## config.mk

```make
export PLATFORM = sky130hd
export DESIGN_NAME = block_to_chs_address_top
export DESIGN_NICKNAME = d
export VERILOG_FILES = /design/src/hw/rtl/bchs_pkg.sv /design/src/hw/rtl/bchs_div_stage.sv /design/src/hw/rtl/block_to_chs_address_top.sv
export SDC_FILE = /design/constraint.sdc
export NUM_CORES = 2
export LEC_CHECK = 0
export BUFFER_PORTS_ARGS = -buffer_cell sky130_fd_sc_hd__buf_2
export CAP_MARGIN = 0
export CORE_ASPECT_RATIO = 1.1
export CORE_MARGIN = 3
export CORE_UTILIZATION = 63
export DETAILED_ROUTE_END_ITERATION = 7
export PLACE_DENSITY_LB_ADDON = 0.1
export SYNTH_ARGS = -nofsm -noshare
export SYNTH_HDL_FRONTEND = slang
export SYNTH_SLANG_ARGS = --single-unit
```

## constraint.sdc

```tcl
create_clock -name clk -period 23.4 [get_ports clk]
set_input_delay 1.17 -clock clk [delete_from_list [all_inputs] [get_ports clk]]
set_output_delay 1.17 -clock clk [all_outputs]
set_load 0.01 [all_outputs]
```

## src/hw/rtl/bchs_pkg.sv

```systemverilog
`default_nettype none
// ----------------------------------------------------------------------------
// bchs_pkg
// Shared widths, register indexes and defaults for the block to CHS address
// translator.
// ----------------------------------------------------------------------------
package bchs_pkg;

  localparam int ADDR_W     = 32;  // absolute sector and block index
  localparam int COUNT_W    = 8;   // block count and task file sector count
  localparam int HEADS_W    = 5;   // heads per cylinder register
  localparam int SPT_W      = 6;   // sectors per track register
  localparam int SPC_W      = HEADS_W + SPT_W;  // heads * sectors per track
  localparam int CYL_W      = 16;
  localparam int HEAD_W     = 4;
  localparam int CFG_IDX_W  = 2;
  localparam int CFG_DATA_W = 32;

  // Quotient bits resolved per divider stage
  localparam int DIV_STEPS     = 4;
  localparam int SPLIT_STEPS_A = 6;
  localparam int SPLIT_STEPS_B = SPC_W - SPLIT_STEPS_A;

  localparam int SECTORS_PER_BLOCK_DEF = 2;

  // Configuration register indexes
  localparam logic [CFG_IDX_W-1:0] REG_HEADS_PER_CYLINDER = 2'd0;
  localparam logic [CFG_IDX_W-1:0] REG_SECTORS_PER_TRACK  = 2'd1;
  localparam logic [CFG_IDX_W-1:0] REG_PARTITION_START    = 2'd2;

  // Reset values
  localparam logic [HEADS_W-1:0] HEADS_RST = 5'd16;
  localparam logic [SPT_W-1:0]   SPT_RST   = 6'd63;
  localparam logic [ADDR_W-1:0]  PSTART_RST = 32'd0;

endpackage
`default_nettype wire

```

## src/hw/rtl/bchs_div_stage.sv

```systemverilog
`default_nettype none
// ----------------------------------------------------------------------------
// bchs_div_stage
// One registered stage of a restoring divider: resolves STEPS quotient bits
// of a shifting numerator word and passes side data along with the item.
// ----------------------------------------------------------------------------
module bchs_div_stage #(
  parameter int W     = 32,
  parameter int RW    = 11,
  parameter int STEPS = 4,
  parameter int SW    = 9
) (
  input  wire logic          clk,
  input  wire logic          rst,
  input  wire logic          in_valid,
  output logic               in_ready,
  input  wire logic [W-1:0]  in_num,
  input  wire logic [RW-1:0] in_rem,
  input  wire logic [SW-1:0] in_side,
  input  wire logic [RW-1:0] divisor,
  output logic               out_valid,
  input  wire logic          out_ready,
  output logic [W-1:0]       out_num,
  output logic [RW-1:0]      out_rem,
  output logic [SW-1:0]      out_side
);

  logic [W-1:0]  num_v;
  logic [RW-1:0] rem_v;
  logic [RW:0]   trial;

  // Shift numerator bits into the partial remainder, quotient bits fill in
  // from the bottom of the same word.
  always_comb begin
    num_v = in_num;
    rem_v = in_rem;
    trial = '0;
    for (int s = 0; s < STEPS; s++) begin
      trial = {rem_v, num_v[W-1]};
      num_v = {num_v[W-2:0], 1'b0};
      if (trial >= {1'b0, divisor}) begin
        trial    = trial - {1'b0, divisor};
        num_v[0] = 1'b1;
      end
      rem_v = trial[RW-1:0];
    end
  end

  assign in_ready = !out_valid || out_ready;

  always_ff @(posedge clk) begin
    if (rst) begin
      out_valid <= 1'b0;
    end else if (in_ready) begin
      out_valid <= in_valid;
    end
  end

  always_ff @(posedge clk) begin
    if (in_valid && in_ready) begin
      out_num  <= num_v;
      out_rem  <= rem_v;
      out_side <= in_side;
    end
  end

endmodule
`default_nettype wire

```

## src/hw/rtl/block_to_chs_address_top.sv

```systemverilog
`default_nettype none
// ----------------------------------------------------------------------------
// block_to_chs_address_top
// Translates a partition-relative block request into a CHS task file address.
// ----------------------------------------------------------------------------
// Usage:
//   Input channel (in_valid / in_stall) carries block_index and block_count.
//   Output channel (out_valid / out_stall) returns cylinder, head, sector,
//   sector_count and range_error, one result per request, in order.
//   Configuration channel (cfg_valid / cfg_ready) writes heads per cylinder,
//   sectors per track and the partition start; cfg_ready is always high.
//   Write configuration only while no request is in flight.
// Pipeline: one scaling stage, eight cylinder divider stages at four quotient
//   bits each, two head/sector divider stages and the output register.
// Throughput: one request per cycle. Each stage holds its item while the
//   next one is full, so a stall on the output fills bubbles first and then
//   backs up to in_stall without losing or repeating anything.
// Reset: rst clears all stage valid bits and loads the geometry 16 heads,
//   63 sectors per track, partition start 0.
// ----------------------------------------------------------------------------
module block_to_chs_address_top #(
  parameter int SECTORS_PER_BLOCK = bchs_pkg::SECTORS_PER_BLOCK_DEF
) (
  input  wire logic                             clk,
  input  wire logic                             rst,
  input  wire logic                             in_valid,
  output logic                                  in_stall,
  input  wire logic [bchs_pkg::ADDR_W-1:0]      block_index,
  input  wire logic [bchs_pkg::COUNT_W-1:0]     block_count,
  output logic                                  out_valid,
  input  wire logic                             out_stall,
  output logic [bchs_pkg::CYL_W-1:0]            cylinder,
  output logic [bchs_pkg::HEAD_W-1:0]           head,
  output logic [bchs_pkg::SPT_W-1:0]            sector,
  output logic [bchs_pkg::COUNT_W-1:0]          sector_count,
  output logic                                  range_error,
  input  wire logic                             cfg_valid,
  output logic                                  cfg_ready,
  input  wire logic [bchs_pkg::CFG_IDX_W-1:0]   cfg_index,
  input  wire logic [bchs_pkg::CFG_DATA_W-1:0]  cfg_data
);

  localparam int ADDR_W     = bchs_pkg::ADDR_W;
  localparam int COUNT_W    = bchs_pkg::COUNT_W;
  localparam int SPC_W      = bchs_pkg::SPC_W;
  localparam int SPT_W      = bchs_pkg::SPT_W;
  localparam int HEADS_W    = bchs_pkg::HEADS_W;
  localparam int CYL_W      = bchs_pkg::CYL_W;
  localparam int HEAD_W     = bchs_pkg::HEAD_W;
  localparam int NSECT_W    = $clog2(256 * SECTORS_PER_BLOCK);
  localparam int CYL_STAGES = ADDR_W / bchs_pkg::DIV_STEPS;
  localparam int SIDE1_W    = COUNT_W + 1;
  localparam int SIDE2_W    = CYL_W + COUNT_W + 1;
  localparam logic [ADDR_W-1:0]  SPB_ADDR  = ADDR_W'(SECTORS_PER_BLOCK);
  localparam logic [NSECT_W-1:0] SPB_NSECT = NSECT_W'(SECTORS_PER_BLOCK);
  localparam logic [NSECT_W-1:0] COUNT_MAX = NSECT_W'(255);

  // --------------------------------------------------------------------------
  // Configuration registers
  // --------------------------------------------------------------------------
  logic [HEADS_W-1:0] heads_per_cylinder;
  logic [SPT_W-1:0]   sectors_per_track;
  logic [ADDR_W-1:0]  partition_start;
  logic [HEADS_W-1:0] heads_eff;
  logic [SPT_W-1:0]   spt_eff;
  logic [SPC_W-1:0]   spc;
  logic [SPC_W-1:0]   spt_div;

  assign cfg_ready = 1'b1;

  always_ff @(posedge clk) begin
    if (rst) begin
      heads_per_cylinder <= bchs_pkg::HEADS_RST;
      sectors_per_track  <= bchs_pkg::SPT_RST;
      partition_start    <= bchs_pkg::PSTART_RST;
    end else if (cfg_valid && cfg_ready) begin
      case (cfg_index)
        bchs_pkg::REG_HEADS_PER_CYLINDER: heads_per_cylinder <= cfg_data[HEADS_W-1:0];
        bchs_pkg::REG_SECTORS_PER_TRACK:  sectors_per_track  <= cfg_data[SPT_W-1:0];
        bchs_pkg::REG_PARTITION_START:    partition_start    <= cfg_data[ADDR_W-1:0];
        default: ;
      endcase
    end
  end

  // Zero geometry counts as one
  assign heads_eff = (heads_per_cylinder == '0) ? HEADS_W'(1) : heads_per_cylinder;
  assign spt_eff   = (sectors_per_track == '0) ? SPT_W'(1) : sectors_per_track;

  always_ff @(posedge clk) begin
    spc     <= SPC_W'(heads_eff) * SPC_W'(spt_eff);
    spt_div <= SPC_W'(spt_eff);
  end

  // --------------------------------------------------------------------------
  // Front stage: scale index and count, add partition start
  // --------------------------------------------------------------------------
  logic                f_valid;
  logic                f_ready;
  logic [ADDR_W-1:0]   f_abs;
  logic [COUNT_W-1:0]  f_nsect;
  logic                f_cnt_err;
  logic [NSECT_W-1:0]  nsect_full;

  assign nsect_full = NSECT_W'(block_count) * SPB_NSECT;

  logic c_ready [CYL_STAGES+1];
  logic c_valid [CYL_STAGES+1];
  logic [ADDR_W-1:0]  c_num  [CYL_STAGES+1];
  logic [SPC_W-1:0]   c_rem  [CYL_STAGES+1];
  logic [SIDE1_W-1:0] c_side [CYL_STAGES+1];

  assign f_ready  = !f_valid || c_ready[0];
  assign in_stall = !f_ready;

  always_ff @(posedge clk) begin
    if (rst) begin
      f_valid <= 1'b0;
    end else if (f_ready) begin
      f_valid <= in_valid;
    end
  end

  always_ff @(posedge clk) begin
    if (in_valid && f_ready) begin
      f_abs     <= block_index * SPB_ADDR + partition_start;
      f_nsect   <= nsect_full[COUNT_W-1:0];
      f_cnt_err <= (nsect_full > COUNT_MAX);
    end
  end

  // --------------------------------------------------------------------------
  // Cylinder divider: absolute sector / (heads * sectors per track)
  // --------------------------------------------------------------------------
  assign c_valid[0] = f_valid;
  assign c_num[0]   = f_abs;
  assign c_rem[0]   = '0;
  assign c_side[0]  = {f_cnt_err, f_nsect};

  for (genvar g = 0; g < CYL_STAGES; g++) begin : g_cyl
    bchs_div_stage #(
      .W     (ADDR_W),
      .RW    (SPC_W),
      .STEPS (bchs_pkg::DIV_STEPS),
      .SW    (SIDE1_W)
    ) u_stage (
      .clk       (clk),
      .rst       (rst),
      .in_valid  (c_valid[g]),
      .in_ready  (c_ready[g]),
      .in_num    (c_num[g]),
      .in_rem    (c_rem[g]),
      .in_side   (c_side[g]),
      .divisor   (spc),
      .out_valid (c_valid[g+1]),
      .out_ready (c_ready[g+1]),
      .out_num   (c_num[g+1]),
      .out_rem   (c_rem[g+1]),
      .out_side  (c_side[g+1])
    );
  end

  // --------------------------------------------------------------------------
  // Head/sector divider: remainder / sectors per track, two stages
  // --------------------------------------------------------------------------
  logic [ADDR_W-1:0]  cyl_q;
  logic               cyl_err;
  logic [SIDE2_W-1:0] s0_side;
  logic               s1_valid;
  logic               s1_ready;
  logic [SPC_W-1:0]   s1_num;
  logic [SPC_W-1:0]   s1_rem;
  logic [SIDE2_W-1:0] s1_side;
  logic               s2_valid;
  logic               s2_ready;
  logic [SPC_W-1:0]   s2_num;
  logic [SPC_W-1:0]   s2_rem;
  logic [SIDE2_W-1:0] s2_side;

  assign cyl_q   = c_num[CYL_STAGES];
  assign cyl_err = (cyl_q[ADDR_W-1:CYL_W] != '0) || c_side[CYL_STAGES][COUNT_W];
  assign s0_side = {cyl_err, c_side[CYL_STAGES][COUNT_W-1:0], cyl_q[CYL_W-1:0]};

  bchs_div_stage #(
    .W     (SPC_W),
    .RW    (SPC_W),
    .STEPS (bchs_pkg::SPLIT_STEPS_A),
    .SW    (SIDE2_W)
  ) u_split_a (
    .clk       (clk),
    .rst       (rst),
    .in_valid  (c_valid[CYL_STAGES]),
    .in_ready  (c_ready[CYL_STAGES]),
    .in_num    (c_rem[CYL_STAGES]),
    .in_rem    ('0),
    .in_side   (s0_side),
    .divisor   (spt_div),
    .out_valid (s1_valid),
    .out_ready (s1_ready),
    .out_num   (s1_num),
    .out_rem   (s1_rem),
    .out_side  (s1_side)
  );

  bchs_div_stage #(
    .W     (SPC_W),
    .RW    (SPC_W),
    .STEPS (bchs_pkg::SPLIT_STEPS_B),
    .SW    (SIDE2_W)
  ) u_split_b (
    .clk       (clk),
    .rst       (rst),
    .in_valid  (s1_valid),
    .in_ready  (s1_ready),
    .in_num    (s1_num),
    .in_rem    (s1_rem),
    .in_side   (s1_side),
    .divisor   (spt_div),
    .out_valid (s2_valid),
    .out_ready (s2_ready),
    .out_num   (s2_num),
    .out_rem   (s2_rem),
    .out_side  (s2_side)
  );

  // --------------------------------------------------------------------------
  // Output register
  // --------------------------------------------------------------------------
  assign s2_ready = !out_valid || !out_stall;

  always_ff @(posedge clk) begin
    if (rst) begin
      out_valid <= 1'b0;
    end else if (s2_ready) begin
      out_valid <= s2_valid;
    end
  end

  // Sector numbers count from one
  always_ff @(posedge clk) begin
    if (s2_valid && s2_ready) begin
      cylinder     <= s2_side[CYL_W-1:0];
      sector_count <= s2_side[CYL_W +: COUNT_W];
      range_error  <= s2_side[SIDE2_W-1];
      head         <= s2_num[HEAD_W-1:0];
      sector       <= s2_rem[SPT_W-1:0] + SPT_W'(1);
    end
  end

  // --------------------------------------------------------------------------
  // Assertions
  // --------------------------------------------------------------------------
  a_sector_nonzero : assert property (@(posedge clk) disable iff (rst)
    out_valid |-> (sector != '0))
    else $error("sector zero on a valid result");

  a_stall_only_when_full : assert property (@(posedge clk) disable iff (rst)
    !f_valid |-> !in_stall)
    else $error("input stalled with empty front stage");

  a_empty_after_reset : assert property (@(posedge clk)
    rst |=> (!out_valid && !f_valid))
    else $error("pipeline not empty after reset");

endmodule
`default_nettype wire

```

==> out/metrics.yaml <==
cts_tree: "done"
grt_setup_unrepaired: "false"
finalInstanceArea_um2: 47600
yosys_warnings: 0
maxSlewViolCount: 0
dpl.hpwl_um: 69200
grt_usage_pct: 26.3
ys_types: 94
critPathMostFrequentCell: "a21oi_1"
yosysSeqAreaShare_pct: 41.9
finClkSkew_ns: 0.0165
synth_top_area_cell: "edfxtp_1"
critical-path-top-delay-family: "compound AO/OA/AOI/OAI gates"
num_rows: 100
drive_above_1_share_pct: 9.26
vias: 32000
cp.required_ns: 23.75
tightest_slew_ns: 1.22
fin_crit_sh_pct: 56.8
die_w_um: 256
slowest_stage: "nor3b_1"
dieHeight_um: 281
whs_ns: 0.411
routed_wl_um: 93900
status: "finished, final reports clean"
synth_top_cell_area_share_pct: 38.6
critical_path_class: "reg2reg"
place_congestion: 0.884
path_buf_inv: 8
syn_inst: 4251
antenna_cells: 0
grt_max_degree: 56
period_minus_slack_ns: 13.30
synth_seq_cells: 628
setup_tns_ns: 0
drcViolationCount: 0
port_buffers: 113
dr.first_iter.drc_count: 1831
nets: 5006
ctsHoldBuffers: 0
max_freq_mhz: 75.2
synth_edf_count: 556
r2r_setup_slack_ns: 10.10
postCtsResizedCells: 0
worstHoldPathCells: 0
r2r-start: "spc[1]$_DFF_P_"
min_path_type: "reg2reg"
die_area_um2: 71900
grt_pass1_vias: 31300
initial_utilization_pct: 63.8
ant_nets: 0
io_pins: 117
worstRegToRegCells: 56
via_per_inst: 5.93
post_cts_buffers: 0
worstSetupStartpointType: "register"
ys.flop_type: "edfxtp_1"
crit_fanout: 34
slew_headroom_pct: 17.3
htreeDepth: 3
area_delta_synth_final_pct: 9.96
synth_area_um2: 43300
clk_latency_ns: 0.60
root_buffer: "clkbuf_16"
antenna_found_initial: 0
hold_viol_final: 0
post_dp_cell_area_um2: 45300
synth_fp_nets: 4838
cts_sinks: 628
firstDrtPassIters: 5
utilization_pct: 70.2
grt_overflow: 0
r2r_end: "g_cyl[4].u_stage.out_rem[1]$_DFFE_PP_"
wl_per_cell_um: 17.4
setup_viol: 0
core_um2: 67800
hold_path.startpoint: "g_cyl[3].u_stage.out_num[22]$_DFFE_PP_"
synthTopCellsByArea: "edfxtp_1 39%, ha_1 13%, xnor2_1 4.4%"
grt_pass1_wl_um: 154000
syn_area_per_cell_um2: 10.2
worstHoldEndpoint: "g_cyl[4].u_stage.out_num[26]$_DFFE_PP_"
clock_path_buffers: 3
synth-async-reset-ratio_pct: 0
arrival_ns: 13.65
max_cap_violations: 0
end_kind: "register"
cts_buffers: 67
cts.reportedPaths.clkPinSlew_ns: 0.07
slowest_delay_ns: 0.92
how the worst max path moves through the flow:
stage / cells after the start / slack [ns] / start / to
global placement: 56 / 10.54 / spc[1]$_DFF_P_ / g_cyl[4].u_stage.out_rem[1]$_DFFE_PP_
detailed placement: 56 / 10.28 / spc[1]$_DFF_P_ / g_cyl[4].u_stage.out_rem[1]$_DFFE_PP_
floorplan: 54 / 10.27 / spc[1]$_DFF_P_ / g_cyl[2].u_stage.out_rem[2]$_DFFE_PP_
CTS: 56 / 10.18 / spc[1]$_DFF_P_ / g_cyl[4].u_stage.out_rem[1]$_DFFE_PP_
finish: 56 / 10.10 / spc[1]$_DFF_P_ / g_cyl[4].u_stage.out_rem[1]$_DFFE_PP_
global route: 56 / 8.72 / spc[1]$_DFF_P_ / g_cyl[4].u_stage.out_rem[1]$_DFFE_PP_
synthesized netlist by cell type (25+ instances only):
master and number:
a21boi_0 26, a21o_1 151, a21oi_1 349, and2_1 36, clkbuf_1 69, dfxtp_1 72
edfxtp_1 556, fa_1 54, ha_1 454, inv_1 427, mux2_2 78, mux2i_1 55
nand2_1 270, nand2b_1 86, nand3_1 94, nand4_1 74, nor2_1 252, nor2b_1 67
nor3_1 55, o21a_1 25, o21ai_0 266, o21bai_1 53, o221ai_1 49, o31ai_1 30
xnor2_1 218, xor2_1 74
registers in the layout, indices dropped and copies added (netlist names), 6 cells and up:
register,cells
cylinder,16
f_abs,32
f_nsect,7
g_cyl.u_stage.out_num,256
g_cyl.u_stage.out_rem,88
g_cyl.u_stage.out_side,64
g_cyl.u_stage.out_valid,8
partition_start,32
sector,6
sector_count,7
sectors_per_track,6
spc,11
spt_div,6
u_split_a.out_rem,11
u_split_a.out_side,24
u_split_b.out_rem,6
u_split_b.out_side,24
kinds of logic (layout without fill, tap and decap cells):
group,count (synthesis),after routing,share of synthesized area [%]
AO/OA/AOI/OAI,1133,1133,16.7
AND/OR/NAND/NOR,1043,1043,11.9
flip-flops,628,628,41.9
adder cells (fa/ha/maj),508,508,15.6
buffers and inverters,505,725,4.40
XOR/XNOR,293,293,5.95
multiplexers,139,139,3.48
other,2,2,0.0174
metal layers:
metal	global-route usage [%]	vias to the layer above	routed length, um
met5	0	-	0
met4	11.2	0	4070
met3	3.32	221	3850
met2	47.4	701	46300
met1	31.9	15100	39700
li1	-	16000	-
stage by stage:
| stage | setup WS, ns | cells |
|---|---|---|
| 6_report | 10.10 | 5389 |
| 5_1_grt | 8.72 | 5389 |
| 4_1_cts | 10.18 | 5389 |
| 3_3_place_gp | 10.54 | 5268 |
| 2_1_floorplan | 10.27 | 4251 |
| 3_5_place_dp | 10.28 | 5268 |
layout make-up:
class | count | area, um^2
clock inverter | 39 | 473
inverter | 429 | 1610
clock buffer | 82 | 1770
tap | 918 | 1150
multi-input combinational | 3118 | 23400
sequential | 628 | 18100
fill | 5211 | 20200
timing repair buffer | 175 | 1030
cell usage in the layout, fill, tap and decap left out, drive strengths merged, types with 67 or more instances in the layout:
master	instances
nor2	252
o21ai	269
mux2	84
nor2b	67
edfxtp	556
buf	175
dfxtp	72
nand4	74
ha	454
nand2	272
a21oi	349
clkbuf	82
a21o	152
xor2	74
xnor2	219
nand2b	86
inv	436
nand3	95
Power is not shown: default switching activity piles up to over one toggle a cycle in this logic, so the estimate is an artifact.
